--- config.mk ---
export PLATFORM = sky130hd
export DESIGN_NAME = text_terminal_screen_engine_unit
export DESIGN_NICKNAME = d
export VERILOG_FILES = /design/src/rtl/core/ttse_pkg.sv /design/src/rtl/core/text_terminal_screen_engine_unit.sv /design/src/rtl/core/ttse_ram.sv /design/src/rtl/core/ttse_front.sv /design/src/rtl/core/ttse_fifo.sv /design/src/rtl/core/ttse_back.sv
export SDC_FILE = /design/constraint.sdc
export NUM_CORES = 2
export LEC_CHECK = 0
export BUFFER_PORTS_ARGS = -buffer_cell sky130_fd_sc_hd__buf_4
export CORE_MARGIN = 10
export CORE_UTILIZATION = 33
export DETAILED_ROUTE_END_ITERATION = 10
export PLACE_DENSITY = 0.59
export SLEW_MARGIN = 5
export SYNTH_ARGS = -nofsm -noshare
export SYNTH_HDL_FRONTEND = slang
export SYNTH_HIERARCHICAL = 1
export SYNTH_SLANG_ARGS = --single-unit
--- constraint.sdc ---
create_clock -name clk -period 4 [get_ports clk]
set_clock_uncertainty 0.15 [all_clocks]
set_input_delay 1.2 -clock clk [delete_from_list [all_inputs] [get_ports clk]]
set_output_delay 1.2 -clock clk [all_outputs]
set_load 0.01 [all_outputs]
--- src/rtl/core/ttse_pkg.sv ---
// Shared constants, types and helpers for the text terminal screen engine.
`default_nettype none

package ttse_pkg;

  // Screen geometry
  localparam int ROWS   = 10;
  localparam int COLS   = 10;
  localparam int CELLS  = ROWS * COLS;
  localparam int ADDR_W = $clog2(CELLS);

  // Field widths
  localparam int CHAR_W = 8;
  localparam int ROW_W  = 4;
  localparam int COL_W  = 4;

  // Depth of the command queue between the parser and the executor
  localparam int QDEPTH = 4;
  localparam int QPTR_W = $clog2(QDEPTH);

  // Stream bytes with a meaning of their own
  localparam logic [CHAR_W-1:0] CH_CARET = 8'h5E;  // '^'
  localparam logic [CHAR_W-1:0] CH_ZERO  = 8'h30;  // '0'
  localparam logic [CHAR_W-1:0] CH_NINE  = 8'h39;  // '9'
  localparam logic [CHAR_W-1:0] CH_C     = 8'h63;  // 'c'
  localparam logic [CHAR_W-1:0] CH_H     = 8'h68;  // 'h'
  localparam logic [CHAR_W-1:0] CH_B     = 8'h62;  // 'b'
  localparam logic [CHAR_W-1:0] CH_D     = 8'h64;  // 'd'
  localparam logic [CHAR_W-1:0] CH_U     = 8'h75;  // 'u'
  localparam logic [CHAR_W-1:0] CH_L     = 8'h6C;  // 'l'
  localparam logic [CHAR_W-1:0] CH_R     = 8'h72;  // 'r'
  localparam logic [CHAR_W-1:0] CH_E     = 8'h65;  // 'e'
  localparam logic [CHAR_W-1:0] CH_I     = 8'h69;  // 'i'
  localparam logic [CHAR_W-1:0] CH_O     = 8'h6F;  // 'o'

  // Commands passed from the parser to the executor
  typedef enum logic [3:0] {
    OP_NOP,
    OP_READ,
    OP_PUT,
    OP_CLEAR,
    OP_HOME,
    OP_COL0,
    OP_DOWN,
    OP_UP,
    OP_LEFT,
    OP_RIGHT,
    OP_ERASE,
    OP_INS_ON,
    OP_INS_OFF,
    OP_GOTO
  } op_code_t;

  typedef struct packed {
    op_code_t          code;
    logic [CHAR_W-1:0] ch;
    logic [ROW_W-1:0]  row;
    logic [COL_W-1:0]  col;
  } op_t;

  // Linear cell address of a row and column
  function automatic logic [ADDR_W-1:0] cell_addr(input logic [ROW_W-1:0] row,
                                                  input logic [COL_W-1:0] col);
    int lin;
    lin = int'(row) * COLS + int'(col);
    return ADDR_W'(lin);
  endfunction

endpackage

`default_nettype wire

--- src/rtl/core/text_terminal_screen_engine_unit.sv ---
// Cursor, mode, clear, erase and overwrite commands complete as soon as they are taken
// from the queue; a cell read passes through the READ state, and an inserted character
// first shifts the row right cell by cell through the one write port and one read port
// of the cell RAM. Items are executed one at a time; a four-deep command queue keeps
// taking items meanwhile. On reset, per-cell flags blank the whole screen at once, so
// there is no clearing pass.
`default_nettype none

module text_terminal_screen_engine_unit
  import ttse_pkg::*;
(
  input  wire logic              clk,
  input  wire logic              rst,
  input  wire logic              push,
  output logic                   full,
  input  wire logic              func,
  input  wire logic [CHAR_W-1:0] char_in,
  input  wire logic [ROW_W-1:0]  read_row,
  input  wire logic [COL_W-1:0]  read_col,
  output logic                   empty,
  input  wire logic              pop,
  output logic [CHAR_W-1:0]      cell_char,
  output logic [ROW_W-1:0]       cursor_row,
  output logic [COL_W-1:0]       cursor_col,
  output logic                   insert_on
);

  op_t  fq_wdata, fq_rdata;
  logic fq_wr, fq_full, fq_rd, fq_empty;

  // Parse the incoming stream
  ttse_front u_front (
    .clk      (clk),
    .rst      (rst),
    .push     (push),
    .full     (full),
    .func     (func),
    .char_in  (char_in),
    .read_row (read_row),
    .read_col (read_col),
    .q_full   (fq_full),
    .q_push   (fq_wr),
    .q_data   (fq_wdata)
  );

  // Decouple parser and executor
  ttse_fifo u_fifo (
    .clk   (clk),
    .rst   (rst),
    .wr    (fq_wr),
    .wdata (fq_wdata),
    .full  (fq_full),
    .rd    (fq_rd),
    .rdata (fq_rdata),
    .empty (fq_empty)
  );

  // Execute commands on the screen
  ttse_back u_back (
    .clk        (clk),
    .rst        (rst),
    .q_data     (fq_rdata),
    .q_empty    (fq_empty),
    .q_pop      (fq_rd),
    .empty      (empty),
    .pop        (pop),
    .cell_char  (cell_char),
    .cursor_row (cursor_row),
    .cursor_col (cursor_col),
    .insert_on  (insert_on)
  );

endmodule

`default_nettype wire

--- src/rtl/core/ttse_ram.sv ---
// Generic single-write, single-read RAM with registered read data.
`default_nettype none

module ttse_ram #(
  parameter int WIDTH = 8,
  parameter int DEPTH = 100
) (
  input  wire logic                     clk,
  input  wire logic                     we,
  input  wire logic [$clog2(DEPTH)-1:0] waddr,
  input  wire logic [WIDTH-1:0]         wdata,
  input  wire logic [$clog2(DEPTH)-1:0] raddr,
  output logic      [WIDTH-1:0]         rdata
);

  logic [WIDTH-1:0] mem [DEPTH];

  // Write port and registered read port
  always_ff @(posedge clk) begin
    if (we) begin
      mem[waddr] <= wdata;
    end
    rdata <= mem[raddr];
  end

endmodule

`default_nettype wire

--- src/rtl/core/ttse_front.sv ---
// Front end: escape parser that turns accepted items into screen commands.
`default_nettype none

module ttse_front
  import ttse_pkg::*;
(
  input  wire logic              clk,
  input  wire logic              rst,
  input  wire logic              push,
  output logic                   full,
  input  wire logic              func,
  input  wire logic [CHAR_W-1:0] char_in,
  input  wire logic [ROW_W-1:0]  read_row,
  input  wire logic [COL_W-1:0]  read_col,
  input  wire logic              q_full,
  output logic                   q_push,
  output op_t                    q_data
);

  typedef enum logic [1:0] {
    PH_IDLE,
    PH_CARET,
    PH_DIGIT
  } phase_t;

  phase_t           phase, phase_next;
  logic [ROW_W-1:0] pending, pending_next;
  logic             is_digit;
  logic [3:0]       digit;
  logic             feed;

  assign full     = q_full;
  assign q_push   = push && !q_full;
  assign feed     = q_push && !func;
  assign is_digit = (char_in >= CH_ZERO) && (char_in <= CH_NINE);
  assign digit    = 4'(char_in - CH_ZERO);

  // Classify the item and work out the next parser phase
  always_comb begin
    q_data.code  = OP_NOP;
    q_data.ch    = char_in;
    q_data.row   = read_row;
    q_data.col   = read_col;
    phase_next   = phase;
    pending_next = pending;
    if (func) begin
      if ((int'(read_row) < ROWS) && (int'(read_col) < COLS)) begin
        q_data.code = OP_READ;
      end
    end else begin
      unique case (phase)
        PH_CARET: begin
          if (is_digit) begin
            pending_next = ROW_W'(digit);
            phase_next   = PH_DIGIT;
          end else begin
            phase_next = PH_IDLE;
            unique case (char_in)
              CH_C:     q_data.code = OP_CLEAR;
              CH_H:     q_data.code = OP_HOME;
              CH_B:     q_data.code = OP_COL0;
              CH_D:     q_data.code = OP_DOWN;
              CH_U:     q_data.code = OP_UP;
              CH_L:     q_data.code = OP_LEFT;
              CH_R:     q_data.code = OP_RIGHT;
              CH_E:     q_data.code = OP_ERASE;
              CH_I:     q_data.code = OP_INS_ON;
              CH_O:     q_data.code = OP_INS_OFF;
              CH_CARET: q_data.code = OP_PUT;
              default:  q_data.code = OP_NOP;
            endcase
          end
        end
        PH_DIGIT: begin
          phase_next = PH_IDLE;
          if (is_digit) begin
            q_data.code = OP_GOTO;
            q_data.row  = (int'(pending) > ROWS - 1) ? ROW_W'(ROWS - 1) : pending;
            q_data.col  = (int'(digit) > COLS - 1) ? COL_W'(COLS - 1) : COL_W'(digit);
          end else if (char_in == CH_CARET) begin
            phase_next = PH_CARET;
          end else begin
            q_data.code = OP_PUT;
          end
        end
        default: begin
          if (char_in == CH_CARET) begin
            phase_next = PH_CARET;
          end else begin
            q_data.code = OP_PUT;
          end
        end
      endcase
    end
  end

  // Hold parser state; advance only on an accepted stream byte
  always_ff @(posedge clk) begin
    if (rst) begin
      phase   <= PH_IDLE;
      pending <= '0;
    end else if (feed) begin
      phase   <= phase_next;
      pending <= pending_next;
    end
  end

endmodule

`default_nettype wire

--- src/rtl/core/ttse_fifo.sv ---
// Short command queue between the parser and the executor.
`default_nettype none

module ttse_fifo
  import ttse_pkg::*;
(
  input  wire logic clk,
  input  wire logic rst,
  input  wire logic wr,
  input  wire op_t  wdata,
  output logic      full,
  input  wire logic rd,
  output op_t       rdata,
  output logic      empty
);

  op_t             slots [QDEPTH];
  logic [QPTR_W-1:0] wr_ptr, rd_ptr;
  logic [QPTR_W:0]   count;
  logic              do_wr, do_rd;

  assign full  = (int'(count) == QDEPTH);
  assign empty = (count == '0);
  assign rdata = slots[rd_ptr];
  assign do_wr = wr && !full;
  assign do_rd = rd && !empty;

  // Store entries; payload needs no reset
  always_ff @(posedge clk) begin
    if (do_wr) begin
      slots[wr_ptr] <= wdata;
    end
  end

  // Advance pointers and the fill count
  always_ff @(posedge clk) begin
    if (rst) begin
      wr_ptr <= '0;
      rd_ptr <= '0;
      count  <= '0;
    end else begin
      if (do_wr) begin
        wr_ptr <= QPTR_W'(int'(wr_ptr) + 1);
      end
      if (do_rd) begin
        rd_ptr <= QPTR_W'(int'(rd_ptr) + 1);
      end
      if (do_wr && !do_rd) begin
        count <= count + 1'b1;
      end else if (do_rd && !do_wr) begin
        count <= count - 1'b1;
      end
    end
  end

endmodule

`default_nettype wire

--- src/rtl/core/ttse_back.sv ---
// Back end: executes screen commands against the cell RAM and holds the result.
`default_nettype none

module ttse_back
  import ttse_pkg::*;
(
  input  wire logic              clk,
  input  wire logic              rst,
  input  wire op_t               q_data,
  input  wire logic              q_empty,
  output logic                   q_pop,
  output logic                   empty,
  input  wire logic              pop,
  output logic [CHAR_W-1:0]      cell_char,
  output logic [ROW_W-1:0]       cursor_row,
  output logic [COL_W-1:0]       cursor_col,
  output logic                   insert_on
);

  typedef enum logic [2:0] {
    ST_IDLE,
    ST_READ,
    ST_SHIFT_RD,
    ST_SHIFT_WR,
    ST_PUT
  } state_t;

  localparam logic [ROW_W-1:0] LAST_ROW = ROW_W'(ROWS - 1);
  localparam logic [COL_W-1:0] LAST_COL = COL_W'(COLS - 1);

  state_t             state;
  logic [ROW_W-1:0]   cur_row, imm_row;
  logic [COL_W-1:0]   cur_col, imm_col, adv_col, k, k_prev;
  logic               ins, imm_ins;
  logic [CELLS-1:0]   cell_vld;
  logic               rd_vld;
  logic [CHAR_W-1:0]  put_ch;
  logic               res_valid;
  logic [CHAR_W-1:0]  res_cell;
  logic [ROW_W-1:0]   res_row;
  logic [COL_W-1:0]   res_col;
  logic               res_ins;
  logic               slot_free, start, put_direct, imm_done;
  logic               ram_we;
  logic [ADDR_W-1:0]  ram_waddr, ram_raddr, cur_addr;
  logic [CHAR_W-1:0]  ram_wdata, ram_rdata;

  assign empty      = !res_valid;
  assign cell_char  = res_cell;
  assign cursor_row = res_row;
  assign cursor_col = res_col;
  assign insert_on  = res_ins;

  assign slot_free  = !res_valid || pop;
  assign start      = (state == ST_IDLE) && !q_empty && slot_free;
  assign q_pop      = start;
  assign adv_col    = (cur_col < LAST_COL) ? cur_col + 1'b1 : cur_col;
  assign put_direct = !ins || (cur_col == LAST_COL);
  assign k_prev     = k - 1'b1;
  assign cur_addr   = cell_addr(cur_row, cur_col);

  // Flag a command that completes and loads its result in the start cycle
  assign imm_done   = start && (q_data.code != OP_READ) &&
                      !((q_data.code == OP_PUT) && !put_direct);

  // Cursor and mode after a command that completes in the start cycle
  always_comb begin
    imm_row = cur_row;
    imm_col = cur_col;
    imm_ins = ins;
    unique case (q_data.code)
      OP_HOME: begin
        imm_row = '0;
        imm_col = '0;
      end
      OP_COL0:    imm_col = '0;
      OP_DOWN:    imm_row = (cur_row < LAST_ROW) ? cur_row + 1'b1 : cur_row;
      OP_UP:      imm_row = (cur_row != '0) ? cur_row - 1'b1 : cur_row;
      OP_LEFT:    imm_col = (cur_col != '0) ? cur_col - 1'b1 : cur_col;
      OP_RIGHT:   imm_col = adv_col;
      OP_PUT:     imm_col = adv_col;
      OP_INS_ON:  imm_ins = 1'b1;
      OP_INS_OFF: imm_ins = 1'b0;
      OP_GOTO: begin
        imm_row = q_data.row;
        imm_col = q_data.col;
      end
      default: begin
        imm_row = cur_row;
      end
    endcase
  end

  // Drive the RAM ports from the current step
  always_comb begin
    ram_we    = 1'b0;
    ram_waddr = cur_addr;
    ram_wdata = put_ch;
    ram_raddr = cell_addr(q_data.row, q_data.col);
    unique case (state)
      ST_IDLE: begin
        ram_we    = start && (q_data.code == OP_PUT) && put_direct;
        ram_wdata = q_data.ch;
      end
      ST_SHIFT_RD: ram_raddr = cell_addr(cur_row, k_prev);
      ST_SHIFT_WR: begin
        ram_we    = 1'b1;
        ram_waddr = cell_addr(cur_row, k);
        ram_wdata = ram_rdata;
      end
      ST_PUT:  ram_we = 1'b1;
      default: ram_we = 1'b0;
    endcase
  end

  ttse_ram #(
    .WIDTH (CHAR_W),
    .DEPTH (CELLS)
  ) u_cells (
    .clk   (clk),
    .we    (ram_we),
    .waddr (ram_waddr),
    .wdata (ram_wdata),
    .raddr (ram_raddr),
    .rdata (ram_rdata)
  );

  // Sequence commands, hold cursor, cell flags and the result transaction
  always_ff @(posedge clk) begin
    if (rst) begin
      state     <= ST_IDLE;
      cur_row   <= '0;
      cur_col   <= '0;
      ins       <= 1'b0;
      cell_vld  <= '0;
      res_valid <= 1'b0;
    end else begin
      if (pop && res_valid && !imm_done) begin
        res_valid <= 1'b0;
      end
      unique case (state)
        ST_IDLE: begin
          if (start) begin
            put_ch <= q_data.ch;
            if (q_data.code == OP_READ) begin
              rd_vld <= cell_vld[cell_addr(q_data.row, q_data.col)];
              state  <= ST_READ;
            end else if ((q_data.code == OP_PUT) && !put_direct) begin
              k     <= LAST_COL;
              state <= ST_SHIFT_RD;
            end else begin
              if (q_data.code == OP_PUT) begin
                cell_vld[cur_addr] <= 1'b1;
              end else if (q_data.code == OP_CLEAR) begin
                cell_vld <= '0;
              end else if (q_data.code == OP_ERASE) begin
                for (int c = 0; c < COLS; c++) begin
                  if (c >= int'(cur_col)) begin
                    cell_vld[cell_addr(cur_row, COL_W'(c))] <= 1'b0;
                  end
                end
              end
              cur_row   <= imm_row;
              cur_col   <= imm_col;
              ins       <= imm_ins;
              res_valid <= 1'b1;
              res_cell  <= '0;
              res_row   <= imm_row;
              res_col   <= imm_col;
              res_ins   <= imm_ins;
            end
          end
        end
        ST_READ: begin
          res_valid <= 1'b1;
          res_cell  <= rd_vld ? ram_rdata : '0;
          res_row   <= cur_row;
          res_col   <= cur_col;
          res_ins   <= ins;
          state     <= ST_IDLE;
        end
        ST_SHIFT_RD: begin
          rd_vld <= cell_vld[cell_addr(cur_row, k_prev)];
          state  <= ST_SHIFT_WR;
        end
        ST_SHIFT_WR: begin
          cell_vld[cell_addr(cur_row, k)] <= rd_vld;
          k <= k_prev;
          if (k_prev == cur_col) begin
            state <= ST_PUT;
          end else begin
            state <= ST_SHIFT_RD;
          end
        end
        ST_PUT: begin
          cell_vld[cur_addr] <= 1'b1;
          cur_col   <= adv_col;
          res_valid <= 1'b1;
          res_cell  <= '0;
          res_row   <= cur_row;
          res_col   <= adv_col;
          res_ins   <= ins;
          state     <= ST_IDLE;
        end
        default: state <= ST_IDLE;
      endcase
    end
  end

endmodule

`default_nettype wire
==> flow_metrics.py <==
metrics = {
    "status": {
        "result_of_the_run": "finished, final reports clean",
    },
    "global_routing": {
        "track_usage": 0.240,
        "via_count_of_the_first_global_routing_pass": 40500,
        "pin_count_of_the_biggest_net_entering_global_routing": 87,
        "global_route_congestion_overflow_total": 0,
        "antenna_found_initial": 7,
        "global_route_wire_length_before_repair_um": 308000,
    },
    "drt": {
        "detail-route-antenna-nets": 0,
        "drt_first_pass_iters": 9,
        "drc_errors": 0,
        "totalWireLength_um": 218000,
        "routed_via_density": 6.19,
        "initialDrtViolationCount": 6200,
        "routedWlPerCell_um": 32.0,
        "dr_total_vias": 42100,
    },
    "synth": {
        "warning_count_from_the_yosys_run": 6,
        "largest_family_of_logic_cells_by_synthesized_area": "compound AO/OA/AOI/OAI gates",
        "synth.cells.most_frequent": "sky130_fd_sc_hd__edfxtp_1, sky130_fd_sc_hd__nor2_1, sky130_fd_sc_hd__mux4_2",
        "syn_nets": 4110,
        "postSynth.topFlopCell": "sky130_fd_sc_hd__edfxtp_1",
        "synthMostInstantiatedCell": "sky130_fd_sc_hd__edfxtp_1",
        "synth-edff-count": 910,
        "synth-adder-area-share": 0.0107,
        "synth_sequential_area_ratio": 0.567,
        "synthesis.area_sq_um": 53000,
        "synth_compound_area_frac": 0.139,
        "synth_xor_area_frac": 0.00907,
        "yosys-mux-area-fraction": 0.139,
        "synth.ff_latch_count": 1046,
        "synth_area_leader_cell": "sky130_fd_sc_hd__edfxtp_1",
        "synth-async-reset-ratio": 0,
        "synth_area_leaders": "sky130_fd_sc_hd__edfxtp_1, sky130_fd_sc_hd__mux4_2, sky130_fd_sc_hd__dfxtp_1, sky130_fd_sc_hd__nor2_1, sky130_fd_sc_hd__a21oi_1",
        "yosysTopAreaCellShare": 0.516,
        "avgSynthCellArea_sq_um": 13.1,
        "synth_cell_type_count": 111,
        "synth_cells": 4048,
        "simple_gate_share_of_the_synthesized_area": 0.103,
    },
    "power_and_ir_drop": {
        "power.static_leakage_nw": 22.0,
        "power_density_nw_per_um2": 974,
        "ir_drop_v": 0.000655,
        "power.total_w": 0.0635,
    },
    "layout": {
        "fillerInstances": 14700,
        "layout-drive-gt1-share": 0.307,
        "design_area_sq_um": 65200,
        "syn_to_final_growth_pct": 23.0,
        "fin_nets": 4702,
        "post-route-util": 0.410,
    },
    "die": {
        "floorplan.rows": 146,
        "x_dimension_of_the_die_um": 421,
        "core_area_sq_um": 159000,
        "dieArea_sq_um": 177000,
        "io_pins": 40,
        "chipHeight_um": 421,
        "start_util": 0.333,
    },
    "clock_network": {
        "cts_bufs_inserted": 109,
        "clock_tree.root_cell": "sky130_fd_sc_hd__clkbuf_16",
        "tritoncts": "yes",
        "clock_tree.htree_level_count": 3,
        "cts_max_path_buffers": 3,
        "cts.sink_count": 1046,
        "worst_skew_pair.late_latency_ps": 740,
        "cts.reportedPaths.clkPinSlew_ps": 70,
        "cts.hold.buffers_added": 0,
    },
    "timing": {
        "fmax_ghz": 0.252,
        "final_min_period_over_clock_period": 0.991,
        "maxSlewViolCount": 0,
        "setup_violations": 0,
        "final.min_clock_period_ps": 3970,
        "timing.slew.headroom": 0.111,
        "setup_repair_after_global_routing_missed_its_margin": "yes",
        "worst_pin_slew_ps": 1330,
        "hold_violations": 0,
    },
    "critical_path": {
        "worst_r2r_path_depth": 10,
        "worst_setup_path_start_kind": "flip-flop",
        "slowest_stage": "sky130_fd_sc_hd__fa_1",
        "worst-path-max-fanout": 18,
        "endpoint_kind": "flip-flop",
        "worstPathRequired_ps": 4430,
        "worstSetupPathType": "reg -> reg",
        "crit_path_cell_trace": "buf_4 > ha_1 > fa_1 > buf_4 > nor3_1 > nand2_1 > o311ai_1 > nand3_1 > a2111oi_0 > nor3_1",
        "slowest_delay_ps": 680,
        "worst_ep_arrival_time_ps": 4390,
    },
    "flow_run": {
        "drv_cap": 0,
    },
    "placed_design": {
        "final_weighted_congestion_in_routability_driven_placement": 1.10,
        "io_buffer_count": 39,
        "detailedPlacementHpwl_um": 160000,
        "detailed_place.area_sq_um": 61000,
    },
    "worst_hold_path": {
        "hold_path.class": "reg -> reg",
        "whs_path_depth": 2,
    },
}
## sequential cells by signal, summed over array words and instances, names as in the netlist, 8 cells and up, named ones only
| register | cells |
|---|---|
| u_fifo/slots | 80 |
| u_back/u_cells/mem | 800 |
| u_back/put_ch | 8 |
| u_back/u_cells/rdata | 8 |
| u_back/cell_vld | 100 |
| u_back/cell_char | 8 |
## cell usage in the layout (no fill, tap or decap), drive strengths merged, types with 26 or more instances in the layout
master,netlist,routed
nor2b,41,41
a31oi,48,48
buf,156,804
o211a,28,28
o31ai,28,28
a22oi,46,46
mux4,301,301
nand2b,27,27
a21oi,256,256
o22ai,67,67
o211ai,99,99
clkbuf,167,126
dfxtp,136,136
o2111ai,43,43
o21ai,182,182
inv,38,43
nor3,104,104
a221oi,52,52
nand4,33,33
nand2,282,282
and3,26,26
a211oi,27,27
mux2i,36,36
ha,34,34
nand3,122,122
clkinv,1,54
xnor2,30,30
and2,29,29
nor2,352,352
edfxtp,910,910
## final timing paths
kind                                                      start                                to  slack [ps]
worst max-delay path             u_back/cur_row[0]$_SDFFE_PP0P_  u_back/cell_vld[73]$_SDFFE_PP0P_          30
worst min-delay path            u_front/pending[0]$_SDFFE_PP0P_   u_front/pending[0]$_SDFFE_PP0P_         380
worst max register to register   u_back/cur_row[0]$_SDFFE_PP0P_  u_back/cell_vld[73]$_SDFFE_PP0P_          30
worst min register to register  u_front/pending[0]$_SDFFE_PP0P_   u_front/pending[0]$_SDFFE_PP0P_         380
## kinds of logic after synthesis
family | Yosys count
and+or+nand+nor | 1125
xor gates and xnor gates | 49
adders and majority gates | 41
buffers and inverters | 362
muxes | 349
DFF | 1046
AOI/OAI and AO/OA | 1076
## stage by stage
step / setup TNS [ps] / std cells / hold slack, ps / setup WS, ps
global placement: -3150 / 6587 / 332 / -403
detailed placement: -3010 / 6587 / 351 / -383
CTS: 0 / 6795 / 369 / 3.65
finish: 0 / 6805 / 379 / 34.2
floorplan: -4870 / 4048 / 315 / -191
global route: -600 / 6804 / 388 / -67.4
## worst max-delay path: cells and delay by family (launching register included)
| kind | cells | cell delay [ps] |
|---|---|---|
| adders and majority gates | 2 | 960 |
| and+or+nand+nor | 4 | 950 |
| AOI/OAI and AO/OA | 2 | 830 |
| buffers and inverters | 2 | 580 |
| DFF | 1 | 340 |
## power breakdown
| part | total [W] | internal [W] | switching (W) |
|---|---|---|---|
| logic | 0.0386 | 0.0154 | 0.0231 |
| clock network | 0.0102 | 0.00573 | 0.00448 |
| registers | 0.0147 | 0.0138 | 0.000963 |
| total | 0.0635 | 0.0349 | 0.0286 |
## layout make-up
type	instances	area [sq um]	share of cell area
well taps	2072	2590	0.0398
inverters	39	148	0.00227
clock inverters	77	762	0.0117
diodes	1	2.50	0.0000384
clock buffers	126	2840	0.0436
repair buffers	804	6950	0.107
multi-input cells	2640	21800	0.335
flip-flops and latches	1046	30100	0.461
## per-layer routing
layer  up-vias  track usage  wire, um
met5         -            0        46
met4         6        0.126     14600
met3       682       0.0621     22400
met2      2689        0.367     96100
met1     21300        0.313     84500
li1      17500            -         -
## timing repair
item / in CTS / in global routing
gates cloned: 2 / 0
pin swaps: 10 / 8
endpoints found under the setup margin: 23 / 627
resized for setup: 22 / 85
setup buffers: 6 / 9
Note: power is estimated with default switching activity, not from simulation.
